--- config.mk ---
export PLATFORM = sky130hd
export DESIGN_NAME = ptp_ctrl
export DESIGN_NICKNAME = d
export VERILOG_FILES = /design/src/hw/rtl/ptp_pkg.sv /design/src/hw/rtl/ptp_ctrl.sv
export SDC_FILE = /design/constraint.sdc
export NUM_CORES = 1
export LEC_CHECK = 0
export BUFFER_PORTS_ARGS = -buffer_cell sky130_fd_sc_hd__buf_2
export CAP_MARGIN = 40
export CORE_AREA = 10 10 47 49
export CTS_CLUSTER_DIAMETER = 150
export DETAILED_ROUTE_END_ITERATION = 8
export DIE_AREA = 0 0 57 59
export HOLD_SLACK_MARGIN = 0.08
export PLACE_DENSITY = 0.48
export SYNTH_ARGS = -nofsm -noshare
export SYNTH_HDL_FRONTEND = slang
export SYNTH_SLANG_ARGS = --single-unit
export TNS_END_PERCENT = 10
--- constraint.sdc ---
create_clock -name clk -period 1.25 [get_ports clk]
set_clock_uncertainty 0.15 [all_clocks]
set_input_delay 0.0625 -clock clk [delete_from_list [all_inputs] [get_ports clk]]
set_output_delay 0.0625 -clock clk [all_outputs]
set_load 0.02 [all_outputs]
--- src/hw/rtl/ptp_pkg.sv ---
package ptp_pkg;

    localparam int FUNC_BITS   = 2;
    localparam int HANDLE_BITS = 16;
    localparam int PERIOD_BITS = 32;
    localparam int KIND_BITS   = 2;
    localparam int FIRE_BITS   = 4;

    localparam logic [FUNC_BITS-1:0] FUNC_CREATE = 2'd0;
    localparam logic [FUNC_BITS-1:0] FUNC_DELETE = 2'd1;
    localparam logic [FUNC_BITS-1:0] FUNC_TICK   = 2'd2;

    localparam logic [KIND_BITS-1:0] KIND_CREATE = 2'd0;
    localparam logic [KIND_BITS-1:0] KIND_DELETE = 2'd1;
    localparam logic [KIND_BITS-1:0] KIND_FIRE   = 2'd2;

    // fire results reported per tick at most
    localparam logic [FIRE_BITS-1:0] MAX_RESULTS = 4'd8;

    typedef struct packed {
        logic load;
        logic create;
        logic del_step;
        logic del_reply;
        logic tick_step;
        logic flush;
    } ptp_ctl_t;

    typedef struct packed {
        logic out_free;
        logic scan_done;
        logic hit;
        logic fire_stall;
        logic pending;
    } ptp_sts_t;

endpackage

--- src/hw/rtl/ptp_ctrl.sv ---
module ptp_ctrl
    import ptp_pkg::*;
(
    input  logic                 clk,
    input  logic                 rst_n,
    input  logic                 in_valid,
    input  logic [FUNC_BITS-1:0] in_func,
    output logic                 in_ready,
    input  ptp_sts_t             sts,
    output ptp_ctl_t             ctl
);

    localparam logic [2:0] ST_IDLE   = 3'd0;
    localparam logic [2:0] ST_CREATE = 3'd1;
    localparam logic [2:0] ST_DELETE = 3'd2;
    localparam logic [2:0] ST_TICK   = 3'd3;
    localparam logic [2:0] ST_FLUSH  = 3'd4;

    logic [2:0] state_reg;
    logic [2:0] state_next;

    always_ff @(posedge clk or negedge rst_n)
    begin
        if (!rst_n)
        begin
            state_reg <= ST_IDLE;
        end
        else
        begin
            state_reg <= state_next;
        end
    end

    always_comb
    begin
        state_next = state_reg;
        ctl        = '0;
        in_ready   = 1'b0;
        unique case (state_reg)
            ST_IDLE:
            begin
                in_ready = 1'b1;
                if (in_valid)
                begin
                    ctl.load = 1'b1;
                    unique case (in_func)
                        FUNC_CREATE: state_next = ST_CREATE;
                        FUNC_DELETE: state_next = ST_DELETE;
                        FUNC_TICK:   state_next = ST_TICK;
                        default:     state_next = ST_IDLE;
                    endcase
                end
            end
            ST_CREATE:
            begin
                if (sts.out_free)
                begin
                    ctl.create = 1'b1;
                    state_next = ST_IDLE;
                end
            end
            ST_DELETE:
            begin
                // newest first, one entry per cycle
                if (sts.scan_done || sts.hit)
                begin
                    if (sts.out_free)
                    begin
                        ctl.del_reply = 1'b1;
                        state_next    = ST_IDLE;
                    end
                end
                else
                begin
                    ctl.del_step = 1'b1;
                end
            end
            ST_TICK:
            begin
                if (sts.scan_done)
                begin
                    state_next = ST_FLUSH;
                end
                else if (!sts.fire_stall)
                begin
                    ctl.tick_step = 1'b1;
                end
            end
            ST_FLUSH:
            begin
                if (!sts.pending)
                begin
                    state_next = ST_IDLE;
                end
                else if (sts.out_free)
                begin
                    ctl.flush  = 1'b1;
                    state_next = ST_IDLE;
                end
            end
            default:
            begin
                state_next = ST_IDLE;
            end
        endcase
    end

endmodule

==> key figures <==
Outcome
  – Status: complete, but fails checks
  – Violated checks: negative setup slack

Timing
  – Fin Setup TNS: -1.00 ns
  – Tmin final: 1.40 ns
  – Rel. slew slack: 0.850
  – Slew @ Worst Pin: 0.224 ns
  – Max frequency: 0.712 GHz
  – Final setup fails: 9
  – Slew Viols, Final: 0
  – Hold_ws: 0.111 ns
  – Final Hold Fails: 0
  – Unrepaired setup endpoints after global routing: true
  – Period utilization: 1.12
  – Worst setup margin: -0.154 ns

Cells and area
  – Max reg flops: 3
  – # fillers: 144
  – # nets final: 83
  – Share of layout cells above drive strength 1: 0.594
  – Area Overhead vs Synth: 115%
  – Reg area: 78.8 sq um
  – Multi-input logic area: 234 sq um
  – Antenna Cells: 0
  – Final instance area: 619 sq um

CTS
  – CTS clk-pin slew, worst paths: 0.04 ns
  – CTS Root Cell: clkbuf_4
  – CTS tree: yes
  – Clock sinks: 3
  – Worst-case clock buffer depth: 2
  – H-tree depth: 1
  – Total CTS buffers: 3
  – Clock latency on the worst-skew pair: 0.24 ns

Critical path
  – Worst path buffer plus inverter count: 1
  – Crit. End Element: primary output
  – Top Family by Delay on Critical Path: flip-flops
  – Critical path class: flip-flop to primary output
  – Crit path DAT: 1.19 ns
  – CP required: 1.04 ns
  – Startpoint Class: flip-flop
  – Max stage delay on crit path: 0.46 ns
  – Crit Path Max Fanout: 5
  – Crit-path cells: nor3_4, and2_4, buf_6
  – Crit path max-delay cell type: dfrtp_2

Power and ir drop
  – Pleak: 0.292 nW
  – Power density over the cells: 1930 nW/um^2
  – Maximum VDD drop: 0.801 mV

Synth
  – Area leader, netlist: dfrtp_1
  – Register area share after synthesis: 0.261
  – Mapped Area: 288 sq um
  – Syn Area/Cell: 8.46 sq um
  – Netlist cell types: 20
  – Flops & latches, synth: 3
  – Syn_nets: 47
  – Ys Warns: 0
  – Synth top area share: 0.261
  – Area contributors post-synth: dfrtp_1, ha_1, nand2b_1
  – Post-Syn Instances: 34

Global route
  – Antenna violations before repair: 0
  – GRT met3 Usage: 0.0236
  – First-pass GRT wire length: 1770 um
  – GR peak layer: met2
  – Largest net degree at the start of global routing: 8
  – Met2 Resource Use GR: 0.118
  – GRT Util Overall: 0.0671
  – Vias in the first global route: 423
  – GRT overflow: 0
  – Met1 usage: 0.0596

Job
  – Max Cap Viol: 0

Floorplanning
  – DIE AREA: 3360 sq um
  – Row cnt: 14
  – Initial Utilization: 0.205
  – Core Region: 1400 sq um
  – Die Wd: 57 um
  – Top Ports: 17
  – Die Span Y: 59 um

Min path
  – Hold Path Class: input pin to flip-flop

Routing
  – DRT antenna net count: 0
  – Routed length per instance: 12.0 um
  – # DRC: 0
  – DR vias: 373
  – Vias per std cell: 4.39
  – Initial DRC Count: 0
  – DR pass1 iterations: 1
  – DRT Wirelength: 1020 um

Place
  – Port bufs: 16
  – GP Congestion: 0.695
  – Hpwl dp: 685 um
  – Area after DPL: 417 sq um
==> report_power, final <==
part	total [mW]	leakage, nW	internal [mW]	switching [mW]
sequential	0.231	0.0351	0.142	0.0884
clock	0.176	0.0150	0.120	0.0560
combinational	0.787	0.242	0.467	0.320
total	1.19	0.292	0.730	0.464
==> worst register-to-register path, cell delays in order (launching register included) <==
cell	delay (ns)
dfrtp_2	0.46
buf_4	0.16
nor2_1	0.09
o211ai_1	0.11
a221oi_2	0.25
==> stage by stage <==
stage | setup WS [ns] | util | std cells | total power [mW]
final | -0.154 | 0.442 | 85 | 1.19
after global routing | -0.233 | 0.442 | 85 | 1.29
after CTS | -0.153 | 0.435 | 85 | 1.19
after detailed placement | -0.0349 | 0.297 | 68 | 0.721
after global placement | -0.0529 | 0.297 | 68 | 0.726
after floorplan | -0.119 | - | 34 | 0.546
==> area by class of cell <==
| class | instances | share of cell area |
|---|---|---|
| clock buffers | 4 | 0.0424 |
| flip-flops and latches | 3 | 0.127 |
| inverters | 3 | 0.0182 |
| well taps | 16 | 0.0323 |
| multi-input cells | 27 | 0.378 |
| repair buffers | 32 | 0.402 |
==> cells in the final DEF, fill, tap and decap left out <==
master / netlist / layout
ha_1: 3 / 3
nand2b_1: 3 / 2
nor2_1: 3 / 3
nor4_2: 0 / 1
nor2b_2: 0 / 1
o22ai_1: 1 / 1
inv_1: 3 / 3
and2_4: 1 / 1
a22o_1: 1 / 1
nor2b_1: 2 / 1
dlygate4sd3_1: 0 / 6
o31ai_1: 1 / 1
buf_6: 1 / 5
dfrtp_2: 0 / 3
a221oi_2: 1 / 1
buf_4: 0 / 11
nor3_4: 0 / 2
clkbuf_4: 0 / 3
a21oi_1: 1 / 1
nand3b_1: 1 / 1
nand3_1: 1 / 1
nand2_1: 2 / 2
buf_2: 0 / 10
o211ai_1: 1 / 1
clkbuf_1: 0 / 1
nor3_2: 1 / 2
nand2b_4: 0 / 1
==> path summary, 6_finish.rpt <==
| kind | startpoint | endpoint | slack (ns) | cells past startpoint |
|---|---|---|---|---|
| max in group asynchronous | rst_n | state_reg[0] | 0.24 | 3 |
| setup / recovery | state_reg[2] | ctl[5] | -0.15 | 3 |
| min in group asynchronous | rst_n | state_reg[2] | 0.55 | 3 |
| hold reg to reg | state_reg[2] | state_reg[0] | 0.39 | 1 |
| hold / removal | in_func[1] | state_reg[1] | 0.11 | 4 |
| setup reg to reg | state_reg[0] | state_reg[0] | -0.06 | 4 |
==> per-layer routing <==
metal	vias up	part of all wire
met4	0	0.014
met1	174	0.38
met5	-	0
met2	8	0.55
li1	189	-
met3	2	0.049
==> synth_stat cells <==
master,n
nor3_1,3
a21oi_1,1
nand2b_1,3
nand3b_1,1
nor2b_1,2
nor3_2,1
a22o_1,1
a221oi_2,1
inv_1,3
nand3_1,1
nor2_1,3
and2_4,1
buf_6,1
ha_1,3
dfrtp_1,3
o211ai_1,1
o31ai_1,1
nand2_1,2
nor4_1,1
o22ai_1,1
==> logic make-up after synthesis <==
logic type                 share of synthesized area
AOI/OAI and AO/OA                              0.174
buffers and inverters                         0.0783
adders and majority gates                      0.130
and+or+nand+nor                                0.357
DFF                                            0.261
==> repair_timing <==
item	4_1_cts	5_1_grt
setup endpoints to repair	10	9
hold endpoints to repair	5	0
buffers inserted	7	0
hold buffers	6	0
pin swaps	3	1
gates resized for setup	19	2
Power figures use the tool's default switching activity.
