**config.mk**
```make
export PLATFORM = sky130hd
export DESIGN_NAME = ptp_dp
export DESIGN_NICKNAME = d
export VERILOG_FILES = /design/src/hw/rtl/ptp_pkg.sv /design/src/hw/rtl/ptp_dp.sv
export SDC_FILE = /design/constraint.sdc
export NUM_CORES = 1
export LEC_CHECK = 0
export BUFFER_PORTS_ARGS = -buffer_cell sky130_fd_sc_hd__buf_2
export CAP_MARGIN = 20
export CORE_UTILIZATION = 56
export CTS_CLUSTER_SIZE = 8
export DETAILED_ROUTE_END_ITERATION = 10
export GPL_ROUTABILITY_DRIVEN = 0
export GPL_TIMING_DRIVEN = 0
export PLACE_DENSITY_LB_ADDON = 0.05
export REMOVE_ABC_BUFFERS = 1
export SYNTH_ARGS = -nofsm -noshare
export SYNTH_HDL_FRONTEND = slang
export SYNTH_SLANG_ARGS = --single-unit
```
**constraint.sdc**
```tcl
create_clock -name clk -period 7.7 [get_ports clk]
set_input_delay 0.77 -clock clk [delete_from_list [all_inputs] [get_ports clk]]
set_output_delay 0.77 -clock clk [all_outputs]
set_load 0.03 [all_outputs]
```
**src/hw/rtl/ptp_pkg.sv**
```systemverilog
package ptp_pkg;

    localparam int FUNC_BITS   = 2;
    localparam int HANDLE_BITS = 16;
    localparam int PERIOD_BITS = 32;
    localparam int KIND_BITS   = 2;
    localparam int FIRE_BITS   = 4;

    localparam logic [FUNC_BITS-1:0] FUNC_CREATE = 2'd0;
    localparam logic [FUNC_BITS-1:0] FUNC_DELETE = 2'd1;
    localparam logic [FUNC_BITS-1:0] FUNC_TICK   = 2'd2;

    localparam logic [KIND_BITS-1:0] KIND_CREATE = 2'd0;
    localparam logic [KIND_BITS-1:0] KIND_DELETE = 2'd1;
    localparam logic [KIND_BITS-1:0] KIND_FIRE   = 2'd2;

    // fire results reported per tick at most
    localparam logic [FIRE_BITS-1:0] MAX_RESULTS = 4'd8;

    typedef struct packed {
        logic load;
        logic create;
        logic del_step;
        logic del_reply;
        logic tick_step;
        logic flush;
    } ptp_ctl_t;

    typedef struct packed {
        logic out_free;
        logic scan_done;
        logic hit;
        logic fire_stall;
        logic pending;
    } ptp_sts_t;

endpackage

```
**src/hw/rtl/ptp_dp.sv**
```systemverilog
module ptp_dp
    import ptp_pkg::*;
#(
    parameter int SLOTS      = 8,
    parameter int COUNT_BITS = 32
)
(
    input  logic                   clk,
    input  logic                   rst_n,
    input  ptp_ctl_t               ctl,
    output ptp_sts_t               sts,
    input  logic [HANDLE_BITS-1:0] in_id,
    input  logic [PERIOD_BITS-1:0] in_period,
    output logic                   out_valid,
    input  logic                   out_ready,
    output logic [KIND_BITS-1:0]   out_kind,
    output logic                   out_success,
    output logic [HANDLE_BITS-1:0] out_id,
    output logic                   out_last
);

    localparam int IW = (SLOTS > 1) ? $clog2(SLOTS) : 1;
    localparam int PW = $clog2(SLOTS + 1);
    localparam logic [PW-1:0]         SLOTS_P   = PW'(SLOTS);
    localparam logic [COUNT_BITS-1:0] COUNT_MAX = '1;

    logic [SLOTS-1:0]       valid_reg;
    logic [HANDLE_BITS-1:0] handle_reg [SLOTS];
    logic [PERIOD_BITS-1:0] period_reg [SLOTS];
    logic [COUNT_BITS-1:0]  count_reg  [SLOTS];
    logic [IW-1:0]          age_reg    [SLOTS];
    logic [PW-1:0]          active_reg;
    logic [PW-1:0]          pos_reg;
    logic [HANDLE_BITS-1:0] id_reg;
    logic [PERIOD_BITS-1:0] per_reg;
    logic [FIRE_BITS-1:0]   fires_reg;
    logic                   pend_reg;
    logic [HANDLE_BITS-1:0] pend_id_reg;
    logic                   out_valid_reg;
    logic                   out_valid_next;
    logic [KIND_BITS-1:0]   out_kind_reg;
    logic                   out_success_reg;
    logic [HANDLE_BITS-1:0] out_id_reg;
    logic                   out_last_reg;

    logic                   out_free;
    logic                   scan_done;
    logic [PW-1:0]          ent;
    logic [IW-1:0]          ent_idx;
    logic [IW-1:0]          cur_slot;
    logic [COUNT_BITS-1:0]  cur_cnt;
    logic [COUNT_BITS-1:0]  cur_inc;
    logic                   cur_fire;
    logic                   hit;
    logic                   report;
    logic [IW-1:0]          free_idx;
    logic                   free_any;
    logic                   full;
    logic                   tick_emit;
    logic                   flush_emit;
    logic                   del_ok;

    assign out_free  = !out_valid_reg || out_ready;
    assign scan_done = (pos_reg == '0);
    assign ent       = pos_reg - 1'b1;
    assign ent_idx   = ent[IW-1:0];
    assign cur_slot  = age_reg[ent_idx];
    assign cur_cnt   = count_reg[cur_slot];
    // count saturates rather than wrapping
    assign cur_inc   = (cur_cnt == COUNT_MAX) ? cur_cnt : cur_cnt + 1'b1;
    assign cur_fire  = PERIOD_BITS'(cur_inc) >= period_reg[cur_slot];
    assign hit       = valid_reg[cur_slot] && (handle_reg[cur_slot] == id_reg);
    assign report    = cur_fire && (fires_reg < MAX_RESULTS);
    assign del_ok    = hit && !scan_done;
    assign tick_emit  = ctl.tick_step && report && pend_reg;
    assign flush_emit = ctl.flush && pend_reg;

    // lowest free slot
    always_comb
    begin
        free_idx = '0;
        free_any = 1'b0;
        for (int s = SLOTS - 1; s >= 0; s--)
        begin
            if (!valid_reg[s])
            begin
                free_idx = IW'(s);
                free_any = 1'b1;
            end
        end
    end

    assign full = (active_reg >= SLOTS_P) || !free_any;

    assign sts.out_free   = out_free;
    assign sts.scan_done  = scan_done;
    assign sts.hit        = hit;
    // a held fire can only be pushed out when the output register has room
    assign sts.fire_stall = report && pend_reg && !out_free;
    assign sts.pending    = pend_reg;

    always_comb
    begin
        if (ctl.create || ctl.del_reply || tick_emit || flush_emit)
        begin
            out_valid_next = 1'b1;
        end
        else if (out_ready)
        begin
            out_valid_next = 1'b0;
        end
        else
        begin
            out_valid_next = out_valid_reg;
        end
    end

    always_ff @(posedge clk or negedge rst_n)
    begin
        if (!rst_n)
        begin
            valid_reg     <= '0;
            active_reg    <= '0;
            pos_reg       <= '0;
            fires_reg     <= '0;
            pend_reg      <= 1'b0;
            out_valid_reg <= 1'b0;
        end
        else
        begin
            out_valid_reg <= out_valid_next;
            if (ctl.load)
            begin
                pos_reg   <= active_reg;
                fires_reg <= '0;
                pend_reg  <= 1'b0;
            end
            if (ctl.create && !full)
            begin
                valid_reg[free_idx] <= 1'b1;
                active_reg          <= active_reg + 1'b1;
            end
            if (ctl.del_reply && del_ok)
            begin
                valid_reg[cur_slot] <= 1'b0;
                active_reg          <= active_reg - 1'b1;
            end
            if (ctl.del_step)
            begin
                pos_reg <= ent;
            end
            if (ctl.tick_step)
            begin
                pos_reg <= ent;
                if (report)
                begin
                    pend_reg  <= 1'b1;
                    fires_reg <= fires_reg + 1'b1;
                end
            end
            if (ctl.flush)
            begin
                pend_reg <= 1'b0;
            end
        end
    end

    always_ff @(posedge clk)
    begin
        if (ctl.load)
        begin
            id_reg  <= in_id;
            per_reg <= in_period;
        end
        if (ctl.create && !full)
        begin
            handle_reg[free_idx]          <= id_reg;
            period_reg[free_idx]          <= per_reg;
            count_reg[free_idx]           <= '0;
            age_reg[active_reg[IW-1:0]]   <= free_idx;
        end
        if (ctl.del_reply && del_ok)
        begin
            // close the gap in the age list
            for (int i = 0; i < SLOTS - 1; i++)
            begin
                if ((PW'(i) >= ent) && (PW'(i + 1) < active_reg))
                begin
                    age_reg[i] <= age_reg[i + 1];
                end
            end
        end
        if (ctl.tick_step)
        begin
            count_reg[cur_slot] <= cur_fire ? '0 : cur_inc;
            if (report)
            begin
                pend_id_reg <= handle_reg[cur_slot];
            end
        end
        if (ctl.create)
        begin
            out_kind_reg    <= KIND_CREATE;
            out_success_reg <= !full;
            out_id_reg      <= id_reg;
            out_last_reg    <= 1'b1;
        end
        if (ctl.del_reply)
        begin
            out_kind_reg    <= KIND_DELETE;
            out_success_reg <= del_ok;
            out_id_reg      <= id_reg;
            out_last_reg    <= 1'b1;
        end
        if (tick_emit || flush_emit)
        begin
            out_kind_reg    <= KIND_FIRE;
            out_success_reg <= 1'b1;
            out_id_reg      <= pend_id_reg;
            out_last_reg    <= flush_emit;
        end
    end

    assign out_valid   = out_valid_reg;
    assign out_kind    = out_kind_reg;
    assign out_success = out_success_reg;
    assign out_id      = out_id_reg;
    assign out_last    = out_last_reg;

endmodule

```
==> key figures <==
Critical path
  • Worst Setup Start Kind: flip-flop
  • Worst path required time: just under 7 ns
  • Slowest cell on crit path: o21ai_1
  • Critical-path cell list: inv_8, ha_4, mux2_4, mux4_4, buf_4, buf_16, a41oi_4, nand2_2, o22ai_4, a221o_1, and3b_4, buf_12, and3_1, o21ai_1, inv_1, ha_1, o2111a_1, a21oi_1, o31ai_4, buf_6, nor2_4, nor4b_2, buf_4
  • Worst EP arrival: 7.01 ns
  • Most frequent CP cell: buf_4
  • Crit path kind: reg -> out
  • Endpoint type of the worst setup path: output port
  • CP Max Fanout: 11
  • Slowest stage delay, CP: 0.70 ns

Detailed routing
  • DR vias: between 20000 and 25000
  • Routed Wire Length: slightly above 90000 um
  • Drt first pass iters: 6
  • Residual DRC count: 0
  • Post-DRT Antenna Nets: 0
  • 1st-iter DRT viols: roughly 2400
  • DR WL/cell: around 27 um
  • Via-per-instance ratio: between 6 and 7

STA
  • Slew Viols, Final: 0
  • Worst slew pin tran: ~1.0 ns
  • Fmax: approximately 130 MHz
  • Max transition margin: 0.325
  • RSZ-0062 raised after global routing: yes
  • Final period util: 1.01
  • Setup TNS: -0.0762 ns
  • Clock Skew: ~0.038 ns
  • Final-report hold violation count: 0
  • Setup-failing EPs final: 1
  • Setup ws final: -0.0762 ns
  • Fin crit period: between 7 and 8 ns

Hold path
  • Worst hold path class: in -> async

Place
  • Dpl hpwl: 52400 um
  • Placed inst area: around 36000 um2
  • Port bufs: between 80 and 90

Synth
  • Synthesized cell area: ~34000 um2
  • Post-synth top cells: 745 x edfxtp_1, 299 x nor2_1, 176 x mux2i_1
  • Post-synth ARST share: 0.0286
  • Share of the synthesized area in the top cell type: 0.668
  • Post-synth EDFFs: 745
  • Synth warn: 0
  • Prevailing post-synth register cell: edfxtp_1
  • Most common cell in the netlist: edfxtp_1
  • Cell taking the most area after synthesis: edfxtp_1
  • Post-Syn Instances: between 2000 and 2500
  • Avg Cell Area, Syn: 14.2 um2
  • Synth Register Bits: 770
  • Area contributors post-synth: edfxtp_1 67%, mux2i_1 5.3%, nor2_1 3.3%, dfrtp_1 1.6%, nand2_1 1.6%
  • Register area share after synthesis: 0.686
  • Post-synth cell types: 97

Clock network
  • # hold bufs at CTS: 0
  • H-tree lvl count: 3
  • CTS tree: done
  • CTS Sinks: 770
  • Worst-Skew Late Latency: slightly below 0.7 ns
  • Clock-pin slew on the worst setup and hold paths: approximately 0.050 ns
  • CTS Buf Count: 106
  • Maximum clock path buffer count: 3
  • Clk root buf: clkbuf_16

Outcome
  • Outcome: finished, violations left
  • Failing checks: negative setup slack

Floorplanning
  • Placement Rows: 89
  • Die width: roughly 250 um
  • IO Count: just over 80
  • Area of the core: ~59000 um2
  • Die ar.: between 60000 and 70000 um2
  • Initial Utilization: 0.568
  • Die height: between 200 and 250 um

Cells and area
  • Antenna cells: 0
  • Fraction of layout cells with a size suffix above 1: 0.234
  • Number of fill cells in the layout: about 4000
  • Utilization after layout: 0.695
  • Design area: around 41000 um2
  • Layout area overhead: 22.4%
  • Sequential cell area: 23000 um2
  • Area of the multi-input gates: approximately 11000 um2
  • Fin nets: approximately 2700

GRT
  • Vias in the first global route: ~22000
  • Grt ovf: 0
  • First-pass GRT wire length: about 140000 um
  • Initial antenna violation count: 0
  • Global Route Usage Sum: 0.308
  • Largest net degree at the start of global routing: 57

Run
  • Max_cap viols: 0
[worst paths after layout]
kind	startpoint	end	slack, ns	cells after the start
worst max-delay path	pos_reg[0]$_DFFE_PN0P_	sts[1]	-0.08	23
worst min-delay path	rst_n	valid_reg[1]$_DFF_PN0_	0.08	1
worst max register to register	pos_reg[0]$_DFFE_PN0P_	out_id[7]$_DFFE_PP_	0.09	30
worst min register to register	out_kind[1]$_SDFFE_PN1P_	out_kind[1]$_SDFFE_PN1P_	0.45	2
max in group asynchronous	rst_n	pos_reg[0]$_DFFE_PN0P_	7.23	1
min in group clk	in_period[13]	per_reg[13]$_DFFE_PP_	0.29	1
[cell type report]
type | instances | share of cell area
inverters | 44 | 0.00421
well taps | 773 | 0.0236
multi-input cells | 1412 | 0.269
repair buffers | 274 | 0.0716
clock buffers | 138 | 0.0686
clock inverters | 6 | 0.00287
flip-flops and latches | 770 | 0.560
[cell families (layout without fill, tap and decap cells)]
logic type,after synthesis,in the layout,share of synthesized area
AO/OA/AOI/OAI,413,413,0.0960
XOR/XNOR,29,29,0.00780
adder cells (fa/ha/maj),39,39,0.0146
buffers and inverters,192,462,0.0268
flip-flops,770,770,0.686
multiplexers,221,229,0.0718
AND/OR/NAND/NOR,702,702,0.0973
[worst max-delay path: cells and delay by family (launching register included)]
family	cells	cell delay [ns]
adder cells (fa/ha/maj)	2	0.75
multiplexers	2	1.05
AO/OA/AOI/OAI	7	2.00
flip-flops	1	0.45
AND/OR/NAND/NOR	5	0.92
buffers and inverters	7	1.16
[per-stage QoR]
stage / setup WS (ns) / std cells / hold slack (ns)
floorplan: -3.74 / 2218 / 0.471
global placement: -11.14 / 3073 / 0.429
finish: -0.0762 / 3417 / 0.0772
CTS: 0.0178 / 3382 / 0.0751
detailed placement: -4.00 / 3144 / 0.458
global route: -0.213 / 3417 / 0.123
[timing repair]
action	in CTS	in global routing
pin swaps	35	19
setup buffers	82	32
gates resized for setup	158	50
endpoints found under the setup margin	316	118
gates cloned	12	2
[cells in the final DEF, fill, tap and decap left out, types with 37 or more instances in the layout]
cell type,synthesis,routed
inv_1,42,40
edfxtp_1,745,745
nand2_1,142,135
buf_12,0,41
a22o_1,40,40
nand3_1,58,46
nor2_1,299,275
a22oi_1,68,68
ha_1,39,37
buf_2,28,81
a21oi_1,66,63
buf_4,14,100
clkbuf_16,0,110
mux2i_1,176,148
nor3_1,56,52
[routing by layer]
layer	share of wire	track usage	up-vias
met4	0.033	0.113	0
met3	0.093	0.0572	214
met1	0.40	0.424	11100
met2	0.47	0.493	1186
li1	-	-	9644
met5	0	0	-
Power is left out: the tool's default activity adds up to more than one toggle a clock period on the data nets, which glitch-free logic cannot reach.
